[config.mk]
export PLATFORM = sky130hd
export DESIGN_NAME = buzzer_alarm_prompt_controller_unit_flat
export DESIGN_NICKNAME = d
export VERILOG_FILES = /design/src/hdl/bapc_pkg.sv /design/src/hdl/bapc_in_if.sv /design/src/hdl/bapc_out_if.sv /design/src/hdl/bapc_beep_len.sv /design/src/hdl/bapc_state.sv /design/src/hdl/buzzer_alarm_prompt_controller_unit.sv /design/src/flat_wrapper.sv
export SDC_FILE = /design/constraint.sdc
export NUM_CORES = 1
export LEC_CHECK = 0
export BUFFER_PORTS_ARGS = -buffer_cell sky130_fd_sc_hd__buf_2
export CAP_MARGIN = 20
export CORE_MARGIN = 2
export CORE_UTILIZATION = 26
export DETAILED_ROUTE_END_ITERATION = 10
export SYNTH_ARGS = -nofsm -noshare
export SYNTH_HDL_FRONTEND = slang
export SYNTH_SLANG_ARGS = --single-unit
[constraint.sdc]
create_clock -name i_clk -period 16.9 [get_ports i_clk]
set_clock_uncertainty 0.15 [all_clocks]
set_input_delay 2.535 -clock i_clk [delete_from_list [all_inputs] [get_ports i_clk]]
set_output_delay 2.535 -clock i_clk [all_outputs]
set_load 0.01 [all_outputs]
[src/hdl/bapc_pkg.sv]
// Package for the buzzer alarm and prompt controller.
// Holds event, mode and register codes and the structs shared by the modules.
// No dependencies.
`default_nettype none

package bapc_pkg;

    localparam int DUR_W    = 16;
    localparam int REG_W    = 16;
    localparam int CNT_W    = 32;
    localparam int MS_W     = 20;
    localparam int CFG_IDX_W = 2;

    localparam logic [1:0] KIND_TICK  = 2'd0;
    localparam logic [1:0] KIND_MODE  = 2'd1;
    localparam logic [1:0] KIND_ALARM = 2'd2;
    localparam logic [1:0] KIND_BEEP  = 2'd3;

    localparam logic [1:0] MODE_AUTO    = 2'd0;
    localparam logic [1:0] MODE_OFF     = 2'd1;
    localparam logic [1:0] MODE_ON      = 2'd2;
    localparam logic [1:0] MODE_INVALID = 2'd3;

    localparam logic [CFG_IDX_W-1:0] CFG_ALARM_INTERVAL = 2'd0;
    localparam logic [CFG_IDX_W-1:0] CFG_PROMPT_DEFAULT = 2'd1;
    localparam logic [CFG_IDX_W-1:0] CFG_PROMPT_MAX     = 2'd2;

    localparam logic [REG_W-1:0] RST_ALARM_INTERVAL = 16'd40;
    localparam logic [REG_W-1:0] RST_PROMPT_DEFAULT = 16'd60;
    localparam logic [REG_W-1:0] RST_PROMPT_MAX     = 16'd1000;

    typedef struct packed {
        logic [1:0]       kind;
        logic [1:0]       mode_value;
        logic             alarm_level;
        logic [DUR_W-1:0] dur_req;
    } t_item;

    typedef struct packed {
        logic [REG_W-1:0] alarm_interval;
        logic [REG_W-1:0] prompt_default;
        logic [REG_W-1:0] prompt_max;
    } t_cfg;

    typedef struct packed {
        logic             buzzer_on;
        logic             alarm_set;
        logic [1:0]       mode;
        logic [CNT_W-1:0] change_count;
        logic [CNT_W-1:0] tick_total;
        logic [REG_W-1:0] prompt_ticks;
        logic             bad_mode;
    } t_status;

endpackage

`default_nettype wire

[src/hdl/bapc_in_if.sv]
// Event channel of the buzzer controller: valid, ready and one event.
// Depends on bapc_pkg for the field widths.
`default_nettype none

interface bapc_in_if;
    logic                      valid;
    logic                      ready;
    logic [1:0]                kind;
    logic [1:0]                mode_value;
    logic                      alarm_level;
    logic [bapc_pkg::DUR_W-1:0] dur_req;

    modport source (output valid, kind, mode_value, alarm_level, dur_req, input ready);
    modport sink   (input valid, kind, mode_value, alarm_level, dur_req, output ready);
endinterface

`default_nettype wire

[src/hdl/bapc_out_if.sv]
// Result channel of the buzzer controller: valid, ready and one status item.
// Depends on bapc_pkg for the field widths.
`default_nettype none

interface bapc_out_if;
    logic                      valid;
    logic                      ready;
    logic                      buzzer_on;
    logic                      alarm_is_active;
    logic                      prompt_is_active;
    logic [1:0]                mode_now;
    logic [bapc_pkg::CNT_W-1:0] change_count;
    logic [bapc_pkg::CNT_W-1:0] tick_total;
    logic [bapc_pkg::MS_W-1:0]  prompt_left_ms;
    logic                      bad_mode;

    modport source (output valid, buzzer_on, alarm_is_active, prompt_is_active, mode_now,
                     change_count, tick_total, prompt_left_ms, bad_mode, input ready);
    modport sink   (input valid, buzzer_on, alarm_is_active, prompt_is_active, mode_now,
                     change_count, tick_total, prompt_left_ms, bad_mode, output ready);
endinterface

`default_nettype wire

[src/hdl/bapc_beep_len.sv]
// Converts a requested beep length in ms into a tick count.
// Default substitution, clamp to the maximum, ceiling division by TICK_MS, at least one tick.
// Depends on bapc_pkg.
`default_nettype none

module bapc_beep_len #(
    parameter int TICK_MS = 10
) (
    input  wire logic [bapc_pkg::DUR_W-1:0] i_dur_req,
    input  wire logic [bapc_pkg::REG_W-1:0] i_default_ms,
    input  wire logic [bapc_pkg::REG_W-1:0] i_max_ms,
    output logic      [bapc_pkg::REG_W-1:0] o_ticks
);

    // Dividend is the clamped length plus TICK_MS-1, one bit wider than the field.
    localparam int NUM_W  = bapc_pkg::DUR_W + 1;
    localparam int SHIFT  = NUM_W + $clog2(TICK_MS);
    localparam int MULT_W = NUM_W + 1;
    localparam int PROD_W = NUM_W + MULT_W;
    localparam longint unsigned MULT_L =
        ((64'd1 << SHIFT) + longint'(TICK_MS) - 64'd1) / longint'(TICK_MS);
    localparam logic [MULT_W-1:0] MULT = MULT_W'(MULT_L);
    localparam logic [NUM_W-1:0]  ROUND_UP = NUM_W'(TICK_MS - 1);
    localparam logic [NUM_W-1:0]  TICK_MAX = NUM_W'({bapc_pkg::REG_W{1'b1}});

    logic [bapc_pkg::DUR_W-1:0] dur_sel;
    logic [bapc_pkg::DUR_W-1:0] dur_clamped;
    logic [NUM_W-1:0]           numer;
    logic [PROD_W-1:0]          product;
    logic [NUM_W-1:0]           quot;

    // The reciprocal is rounded up and one bit wider than the dividend, which
    // makes the shifted product the exact floor over the whole dividend range.
    always_comb begin
        dur_sel     = (i_dur_req == '0) ? i_default_ms : i_dur_req;
        dur_clamped = (dur_sel > i_max_ms) ? i_max_ms : dur_sel;
        numer       = {1'b0, dur_clamped} + ROUND_UP;
        product     = PROD_W'(numer) * PROD_W'(MULT);
        quot        = NUM_W'(product >> SHIFT);
        if (quot == '0) begin
            o_ticks = bapc_pkg::REG_W'(1);
        end else if (quot > TICK_MAX) begin
            o_ticks = {bapc_pkg::REG_W{1'b1}};
        end else begin
            o_ticks = quot[bapc_pkg::REG_W-1:0];
        end
    end

endmodule

`default_nettype wire

[src/hdl/bapc_state.sv]
// Controller state and its next-state logic; the state registers are the result.
// Updates on each advance from the input register.
// Depends on bapc_pkg.
`default_nettype none

module bapc_state (
    input  wire logic                       i_clk,
    input  wire logic                       i_rst_n,
    input  wire logic                       i_advance,
    input  wire bapc_pkg::t_item            i_item,
    input  wire logic [bapc_pkg::REG_W-1:0] i_beep_ticks,
    input  wire logic [bapc_pkg::REG_W-1:0] i_alarm_interval,
    output bapc_pkg::t_status               o_status
);

    logic                       r_drive,      n_drive;
    logic                       r_alarm,      n_alarm;
    logic                       r_phase_on,   n_phase_on;
    logic [bapc_pkg::REG_W-1:0] r_phase_left, n_phase_left;
    logic [bapc_pkg::REG_W-1:0] r_prompt,     n_prompt;
    logic [1:0]                 r_mode,       n_mode;
    logic [bapc_pkg::CNT_W-1:0] r_toggles,    n_toggles;
    logic [bapc_pkg::CNT_W-1:0] r_ticks,      n_ticks;
    logic                       r_bad,        n_bad;
    logic [bapc_pkg::REG_W-1:0] phase_cnt;

    always_comb begin
        n_drive      = r_drive;
        n_alarm      = r_alarm;
        n_phase_on   = r_phase_on;
        n_phase_left = r_phase_left;
        n_prompt     = r_prompt;
        n_mode       = r_mode;
        n_ticks      = r_ticks;
        n_bad        = 1'b0;
        phase_cnt    = r_phase_left;

        unique case (i_item.kind)
            bapc_pkg::KIND_TICK: begin
                n_ticks = r_ticks + 1'b1;
                priority if (r_mode == bapc_pkg::MODE_ON) begin
                    n_drive = 1'b1;
                end else if (r_mode == bapc_pkg::MODE_OFF) begin
                    n_drive = 1'b0;
                end else if (r_prompt != '0) begin
                    n_prompt = r_prompt - 1'b1;
                    n_drive  = 1'b1;
                end else if (r_alarm) begin
                    if (phase_cnt != '0) begin
                        phase_cnt = phase_cnt - 1'b1;
                    end
                    if (phase_cnt == '0) begin
                        n_phase_on = ~r_phase_on;
                        phase_cnt  = i_alarm_interval;
                    end
                    n_phase_left = phase_cnt;
                    n_drive      = n_phase_on;
                end else begin
                    n_drive = 1'b0;
                end
            end
            bapc_pkg::KIND_MODE: begin
                if (i_item.mode_value == bapc_pkg::MODE_INVALID) begin
                    n_bad = 1'b1;
                end else begin
                    n_mode = i_item.mode_value;
                    priority if (i_item.mode_value == bapc_pkg::MODE_OFF) begin
                        n_drive = 1'b0;
                    end else if (i_item.mode_value == bapc_pkg::MODE_ON) begin
                        n_drive = 1'b1;
                    end else begin
                        n_drive = (r_prompt != '0) | (r_alarm & r_phase_on);
                    end
                end
            end
            bapc_pkg::KIND_ALARM: begin
                if (i_item.alarm_level) begin
                    // A second activation keeps the phase that is running.
                    if (!r_alarm) begin
                        n_phase_on   = 1'b1;
                        n_phase_left = i_alarm_interval;
                    end
                    n_alarm = 1'b1;
                end else begin
                    n_alarm      = 1'b0;
                    n_phase_on   = 1'b0;
                    n_phase_left = '0;
                end
                if (r_mode == bapc_pkg::MODE_AUTO) begin
                    n_drive = (r_prompt != '0) | (n_alarm & n_phase_on);
                end
            end
            bapc_pkg::KIND_BEEP: begin
                n_prompt = i_beep_ticks;
                if (r_mode == bapc_pkg::MODE_AUTO || r_mode == bapc_pkg::MODE_ON) begin
                    n_drive = 1'b1;
                end
            end
            default: begin
                n_bad = 1'b0;
            end
        endcase

        n_toggles = r_toggles + bapc_pkg::CNT_W'(n_drive != r_drive);
    end

    always_ff @(posedge i_clk) begin
        if (!i_rst_n) begin
            r_drive      <= 1'b0;
            r_alarm      <= 1'b0;
            r_phase_on   <= 1'b0;
            r_phase_left <= '0;
            r_prompt     <= '0;
            r_mode       <= bapc_pkg::MODE_AUTO;
            r_toggles    <= '0;
            r_ticks      <= '0;
            r_bad        <= 1'b0;
        end else if (i_advance) begin
            r_drive      <= n_drive;
            r_alarm      <= n_alarm;
            r_phase_on   <= n_phase_on;
            r_phase_left <= n_phase_left;
            r_prompt     <= n_prompt;
            r_mode       <= n_mode;
            r_toggles    <= n_toggles;
            r_ticks      <= n_ticks;
            r_bad        <= n_bad;
        end
    end

    always_comb begin
        o_status.buzzer_on    = r_drive;
        o_status.alarm_set    = r_alarm;
        o_status.mode         = r_mode;
        o_status.change_count = r_toggles;
        o_status.tick_total   = r_ticks;
        o_status.prompt_ticks = r_prompt;
        o_status.bad_mode     = r_bad;
    end

endmodule

`default_nettype wire

[src/hdl/buzzer_alarm_prompt_controller_unit.sv]
// Buzzer alarm and prompt controller, top level.
// Events enter on i_in (tick, set mode, set alarm, beep); one status
// transaction per event leaves on o_out, in order. The user must write the
// registers on the plain port i_cfg_we / i_cfg_idx / i_cfg_data only while
// no event is in flight; the block does not enforce it. Indexes beyond the
// register list are ignored. An accepted event is held in an input register,
// and when it advances the state update and the beep length conversion run
// in one pass into the state registers, which are the result register. One
// event a cycle is taken sustained while the receiver takes every result. If
// the receiver stalls, the result holds and one more event is still taken
// into the input register before i_in.ready drops.
// Synchronous reset (i_rst_n low) clears both stages, puts the buzzer off in
// auto mode with zeroed counters and loads the register defaults (interval
// 40 ticks, default beep 60 ms, maximum beep 1000 ms). The block is ready to
// accept events on the first cycle after reset.
// Depends on bapc_pkg, bapc_in_if, bapc_out_if, bapc_beep_len and bapc_state.
`default_nettype none

module buzzer_alarm_prompt_controller_unit #(
    parameter int TICK_MS = 10
) (
    input  wire logic                           i_clk,
    input  wire logic                           i_rst_n,
    bapc_in_if.sink                             i_in,
    bapc_out_if.source                          o_out,
    input  wire logic                           i_cfg_we,
    input  wire logic [bapc_pkg::CFG_IDX_W-1:0] i_cfg_idx,
    input  wire logic [bapc_pkg::REG_W-1:0]     i_cfg_data
);

    localparam int MS_PROD_W = bapc_pkg::REG_W + $clog2(TICK_MS + 1);

    bapc_pkg::t_cfg    r_cfg;
    bapc_pkg::t_item   r_item;
    logic              r_in_valid;
    logic              r_out_valid;
    logic              advance;
    logic [bapc_pkg::REG_W-1:0] beep_ticks;
    logic [MS_PROD_W-1:0]       left_ms_wide;
    bapc_pkg::t_status status;

    always_ff @(posedge i_clk) begin
        if (!i_rst_n) begin
            r_cfg.alarm_interval <= bapc_pkg::RST_ALARM_INTERVAL;
            r_cfg.prompt_default <= bapc_pkg::RST_PROMPT_DEFAULT;
            r_cfg.prompt_max     <= bapc_pkg::RST_PROMPT_MAX;
        end else if (i_cfg_we) begin
            unique case (i_cfg_idx)
                bapc_pkg::CFG_ALARM_INTERVAL: r_cfg.alarm_interval <= i_cfg_data;
                bapc_pkg::CFG_PROMPT_DEFAULT: r_cfg.prompt_default <= i_cfg_data;
                bapc_pkg::CFG_PROMPT_MAX:     r_cfg.prompt_max     <= i_cfg_data;
                default: r_cfg <= r_cfg;
            endcase
        end
    end

    // The held event moves on whenever the result slot is free or being taken.
    assign advance    = r_in_valid && (!r_out_valid || o_out.ready);
    assign i_in.ready = !r_in_valid || advance;

    always_ff @(posedge i_clk) begin
        if (!i_rst_n) begin
            r_in_valid  <= 1'b0;
            r_out_valid <= 1'b0;
        end else begin
            if (i_in.ready) begin
                r_in_valid <= i_in.valid;
            end
            if (advance) begin
                r_out_valid <= 1'b1;
            end else if (o_out.ready) begin
                r_out_valid <= 1'b0;
            end
        end
    end

    always_ff @(posedge i_clk) begin
        if (i_in.valid && i_in.ready) begin
            r_item.kind        <= i_in.kind;
            r_item.mode_value  <= i_in.mode_value;
            r_item.alarm_level <= i_in.alarm_level;
            r_item.dur_req     <= i_in.dur_req;
        end
    end

    bapc_beep_len #(
        .TICK_MS (TICK_MS)
    ) u_beep_len (
        .i_dur_req     (r_item.dur_req),
        .i_default_ms  (r_cfg.prompt_default),
        .i_max_ms      (r_cfg.prompt_max),
        .o_ticks       (beep_ticks)
    );

    bapc_state u_state (
        .i_clk            (i_clk),
        .i_rst_n          (i_rst_n),
        .i_advance        (advance),
        .i_item           (r_item),
        .i_beep_ticks     (beep_ticks),
        .i_alarm_interval (r_cfg.alarm_interval),
        .o_status         (status)
    );

    assign left_ms_wide = MS_PROD_W'(status.prompt_ticks) * MS_PROD_W'(TICK_MS);

    always_comb begin
        o_out.valid            = r_out_valid;
        o_out.buzzer_on        = status.buzzer_on;
        o_out.alarm_is_active  = status.alarm_set;
        o_out.prompt_is_active = (status.prompt_ticks != '0);
        o_out.mode_now         = status.mode;
        o_out.change_count     = status.change_count;
        o_out.tick_total       = status.tick_total;
        o_out.prompt_left_ms   = left_ms_wide[bapc_pkg::MS_W-1:0];
        o_out.bad_mode         = status.bad_mode;
    end

endmodule

`default_nettype wire
[src/flat_wrapper.sv]
// flat-port wrapper written by rule: the top's interface ports become plain ports
module buzzer_alarm_prompt_controller_unit_flat 
#(
    parameter int TICK_MS = 10
)
  (i_clk, i_rst_n, i_cfg_we, i_cfg_idx, i_cfg_data, i_in_valid, i_in_kind, i_in_mode_value, i_in_alarm_level, i_in_dur_req, i_in_ready, o_out_valid, o_out_buzzer_on, o_out_alarm_is_active, o_out_prompt_is_active, o_out_mode_now, o_out_change_count, o_out_tick_total, o_out_prompt_left_ms, o_out_bad_mode, o_out_ready);
  bapc_in_if i_in_i ();
  bapc_out_if o_out_i ();
  input  wire logic i_clk;
  input  wire logic i_rst_n;
  input  wire logic i_cfg_we;
  input  wire logic [bapc_pkg::CFG_IDX_W-1:0] i_cfg_idx;
  input  wire logic [bapc_pkg::REG_W-1:0] i_cfg_data;
  input wire logic [$bits(i_in_i.valid)-1:0] i_in_valid;
  input wire logic [$bits(i_in_i.kind)-1:0] i_in_kind;
  input wire logic [$bits(i_in_i.mode_value)-1:0] i_in_mode_value;
  input wire logic [$bits(i_in_i.alarm_level)-1:0] i_in_alarm_level;
  input wire logic [$bits(i_in_i.dur_req)-1:0] i_in_dur_req;
  output wire logic [$bits(i_in_i.ready)-1:0] i_in_ready;
  output wire logic [$bits(o_out_i.valid)-1:0] o_out_valid;
  output wire logic [$bits(o_out_i.buzzer_on)-1:0] o_out_buzzer_on;
  output wire logic [$bits(o_out_i.alarm_is_active)-1:0] o_out_alarm_is_active;
  output wire logic [$bits(o_out_i.prompt_is_active)-1:0] o_out_prompt_is_active;
  output wire logic [$bits(o_out_i.mode_now)-1:0] o_out_mode_now;
  output wire logic [$bits(o_out_i.change_count)-1:0] o_out_change_count;
  output wire logic [$bits(o_out_i.tick_total)-1:0] o_out_tick_total;
  output wire logic [$bits(o_out_i.prompt_left_ms)-1:0] o_out_prompt_left_ms;
  output wire logic [$bits(o_out_i.bad_mode)-1:0] o_out_bad_mode;
  input wire logic [$bits(o_out_i.ready)-1:0] o_out_ready;
  assign i_in_i.valid = i_in_valid;
  assign i_in_i.kind = i_in_kind;
  assign i_in_i.mode_value = i_in_mode_value;
  assign i_in_i.alarm_level = i_in_alarm_level;
  assign i_in_i.dur_req = i_in_dur_req;
  assign i_in_ready = i_in_i.ready;
  assign o_out_valid = o_out_i.valid;
  assign o_out_buzzer_on = o_out_i.buzzer_on;
  assign o_out_alarm_is_active = o_out_i.alarm_is_active;
  assign o_out_prompt_is_active = o_out_i.prompt_is_active;
  assign o_out_mode_now = o_out_i.mode_now;
  assign o_out_change_count = o_out_i.change_count;
  assign o_out_tick_total = o_out_i.tick_total;
  assign o_out_prompt_left_ms = o_out_i.prompt_left_ms;
  assign o_out_bad_mode = o_out_i.bad_mode;
  assign o_out_i.ready = o_out_ready;
  buzzer_alarm_prompt_controller_unit #(.TICK_MS(TICK_MS)) u_core (.i_clk(i_clk), .i_rst_n(i_rst_n), .i_in(i_in_i), .o_out(o_out_i), .i_cfg_we(i_cfg_we), .i_cfg_idx(i_cfg_idx), .i_cfg_data(i_cfg_data));
endmodule
==> results by group <==
Outcome
  • Status: finished, final reports clean

Drt
  • Met3 WL: 1.81 mm
  • Drt drc: 0
  • DRT iter0 DRCs: 905
  • Final WL: 41.4 mm
  • Vias per cell: 4.80
  • WL met2: 20.4 mm
  • Highest Signal Layer: met4
  • Via count: 12.9k
  • Post-DR wirelength/cell: 15.4 um
  • Met1 WL: 17.9 mm
  • DRT antenna net count: 0
  • Detailed-router iteration count before antenna repair: 5

Floorplan
  • Row cnt: 89
  • Die H: 247 um
  • I/O pins: 136
  • Die area: 61,200 sq um
  • Die outline width: 247 um
  • Core ar.: 58,800 sq um
  • Starting Density: 0.262

Clock network
  • Clk Latency, worst-skew pair: 0.45 ns
  • Clk buf depth: 2
  • Clock sinks: 173
  • H-tree Lvls: 4
  • Clk slew on worst S/H paths: 0.08 ns
  • CTS buffer count: 17
  • CTS root buf: clkbuf_16
  • CTS tree: built
  • Post-CTS setup buffer count: 0
  • Hold-fix buffers, CTS: 0
  • Post-cts sizing count: 0

Synth
  • Post-synth EDFFs: 21
  • Most used DFF post-synth: dfxtp_1
  • Post-synth ARST share: 0
  • Mapped Cells: 1,872
  • Syn. warnings: 0
  • Register area share after synthesis: 0.238
  • Synth Register Bits: 173
  • Syn avg cell area: 8.23 sq um
  • Distinct cells, synth: 78
  • Synthesized area: 15,400 sq um
  • Net count after synthesis: 2,183

Global route
  • All-Layer GR Usage: 0.137
  • GR Overflow Total: 0
  • Initial antenna violation count: 1
  • Largest net degree at the start of global routing: 72
  • Vias in the first global route: 12.8k
  • Global-route wire length before repair: 67.1 mm

Placed design
  • Port Buffers: 134
  • Routability cong.: 0.939
  • Detailed placement HPWL: 33.6 mm

Critical path
  • CP Data Arrival Time: 13.13 ns
  • CP required: 17.11 ns
  • Crit. End Element: flop
  • Critical path startpoint category: flop
  • Max FO, Critical Path: 30
  • CP max stage delay: 0.71 ns
  • Critical path's slowest cell: nand2_1
  • Critical Setup Path Class: flop to flop

Run
  • Max_cap viols: 0

STA
  • RSZ-0062 raised after global routing: false
  • # setup viols final: 0
  • Fmax: 0.0774 GHz
  • Worst-margin pin slew: 0.959 ns
  • Rel. slew slack: 0.359
  • Slew Limit Fails: 0
  • Final period util: 0.765
  • Setup TNS: 0 ns
  • Post-route minimum period: 12.93 ns
  • Final hold violations: 0

Layout
  • Most common cell after layout, fill and taps aside: inv_1
  • Synth-to-Final Area Change: 10.3%
  • Fraction of layout cells with a size suffix above 1: 0.102
  • Most frequent cells in the layout: inv_1, nand2_1, ha_1
  • Area of the multi-input gates: 10,100 sq um
  • Fill count: 6,225
  • Nets@finish: 2,221
  • FF+latch area: 3670 sq um

Worst hold path
  • Worst hold path type: flop to flop
cell usage after synthesis (all sizes together) (8+ instances only):
library cell | count | area, sq um
ha | 180 | 2250
o211ai | 13 | 97.6
inv | 229 | 860
a211oi | 10 | 80.1
or4 | 8 | 63.8
edfxtp | 21 | 631
a21o | 22 | 165
nand2b | 9 | 56.3
nor4 | 16 | 136
nand3 | 48 | 240
a21oi | 159 | 796
xor2 | 68 | 596
o21a | 9 | 67.6
dfxtp | 152 | 3040
nand4 | 15 | 93.8
mux2i | 8 | 80.1
fa | 87 | 1740
xnor2 | 55 | 482
and4 | 9 | 78.8
and2 | 10 | 62.6
nand2 | 202 | 758
buf | 79 | 567
and3 | 26 | 163
nor2 | 142 | 533
nor3 | 34 | 181
nor2b | 16 | 100
or3 | 19 | 124
a31oi | 15 | 93.8
o21bai | 10 | 78.8
o21ai | 87 | 435
clkbuf | 46 | 173
area by class of cell:
| type | instances | area share |
|---|---|---|
| diodes | 2 | 0.000295 |
| clock buffers | 18 | 0.0253 |
| clock inverters | 14 | 0.00862 |
| inverters | 229 | 0.0507 |
| multi-input cells | 1345 | 0.597 |
| flip-flops and latches | 173 | 0.216 |
| well taps | 773 | 0.0569 |
| repair buffers | 144 | 0.0451 |
critical path, delay by kind of cell (launching register included):
kind / cells / cell delay (ns)
flops: 1 / 0.41
compound gates: 8 / 2.48
simple gates: 15 / 4.65
fa+ha+maj: 9 / 3.89
buf+inv: 5 / 0.44
xor+xnor: 2 / 0.81
flip-flops by register name, summed over array words and instances, names as in the netlist:
| name | flops |
|---|---|
| u_core.o_out.valid | 1 |
| u_core.u_state.r_ticks | 32 |
| u_core.u_state.r_drive | 1 |
| u_core.u_state.r_mode | 2 |
| u_core.u_state.r_phase_left | 16 |
| u_core.u_state.r_phase_on | 1 |
| u_core.u_state.r_bad | 1 |
| u_core.u_state.r_toggles | 32 |
| u_core.r_in_valid | 1 |
| u_core.u_state.r_alarm | 1 |
| u_core.r_item | 21 |
| u_core.u_state.r_prompt | 16 |
| u_core.r_cfg | 48 |
per-stage QoR:
stage / instances / cell area (sq um) / worst slack, ns / util / hold slack (ns)
finish: 2698 / 17000 / 3.97 / 0.289 / 0.306
CTS: 2695 / 17000 / 4.05 / 0.288 / 0.307
floorplan: 1872 / 15400 / 5.10 / - / 0.286
global route: 2697 / 17000 / 3.00 / 0.289 / 0.345
global placement: 2663 / 16400 / 4.28 / 0.279 / 0.298
detailed placement: 2663 / 16400 / 4.07 / 0.279 / 0.297
final timing paths:
check / startpoint / to / slack (ns) / cells after the start
hold / removal: u_core.u_state.r_bad$_SDFFE_PN0P_ / u_core.u_state.r_bad$_SDFFE_PN0P_ / 0.31 / 2
setup reg to reg: u_core.r_item[9]$_DFFE_PP_ / u_core.u_state.r_prompt[0]$_SDFFE_PN0P_ / 3.97 / 39
setup / recovery: u_core.r_item[9]$_DFFE_PP_ / u_core.u_state.r_prompt[0]$_SDFFE_PN0P_ / 3.97 / 39
hold reg to reg: u_core.u_state.r_bad$_SDFFE_PN0P_ / u_core.u_state.r_bad$_SDFFE_PN0P_ / 0.31 / 2
routing by layer:
layer / GRT usage / vias to the layer above
li1: - / 6335
met1: 0.169 / 6223
met3: 0.0191 / 61
met5: 0 / -
met4: 0.0493 / 0
met2: 0.240 / 330
cell families (layout without fill, tap and decap cells):
group | Yosys count | in the layout | synth area share
buffers and inverters | 354 | 405 | 0.104
XOR/XNOR | 123 | 123 | 0.0699
flip-flops | 173 | 173 | 0.238
adder cells (fa/ha/maj) | 268 | 268 | 0.260
multiplexers | 9 | 9 | 0.00593
other | 1 | 3 | 0.000243
AO/OA/AOI/OAI | 370 | 370 | 0.143
AND/OR/NAND/NOR | 574 | 574 | 0.179
Power is left out: the tool's default activity adds up to more than one toggle a clock period on the data nets, which glitch-free logic cannot reach.
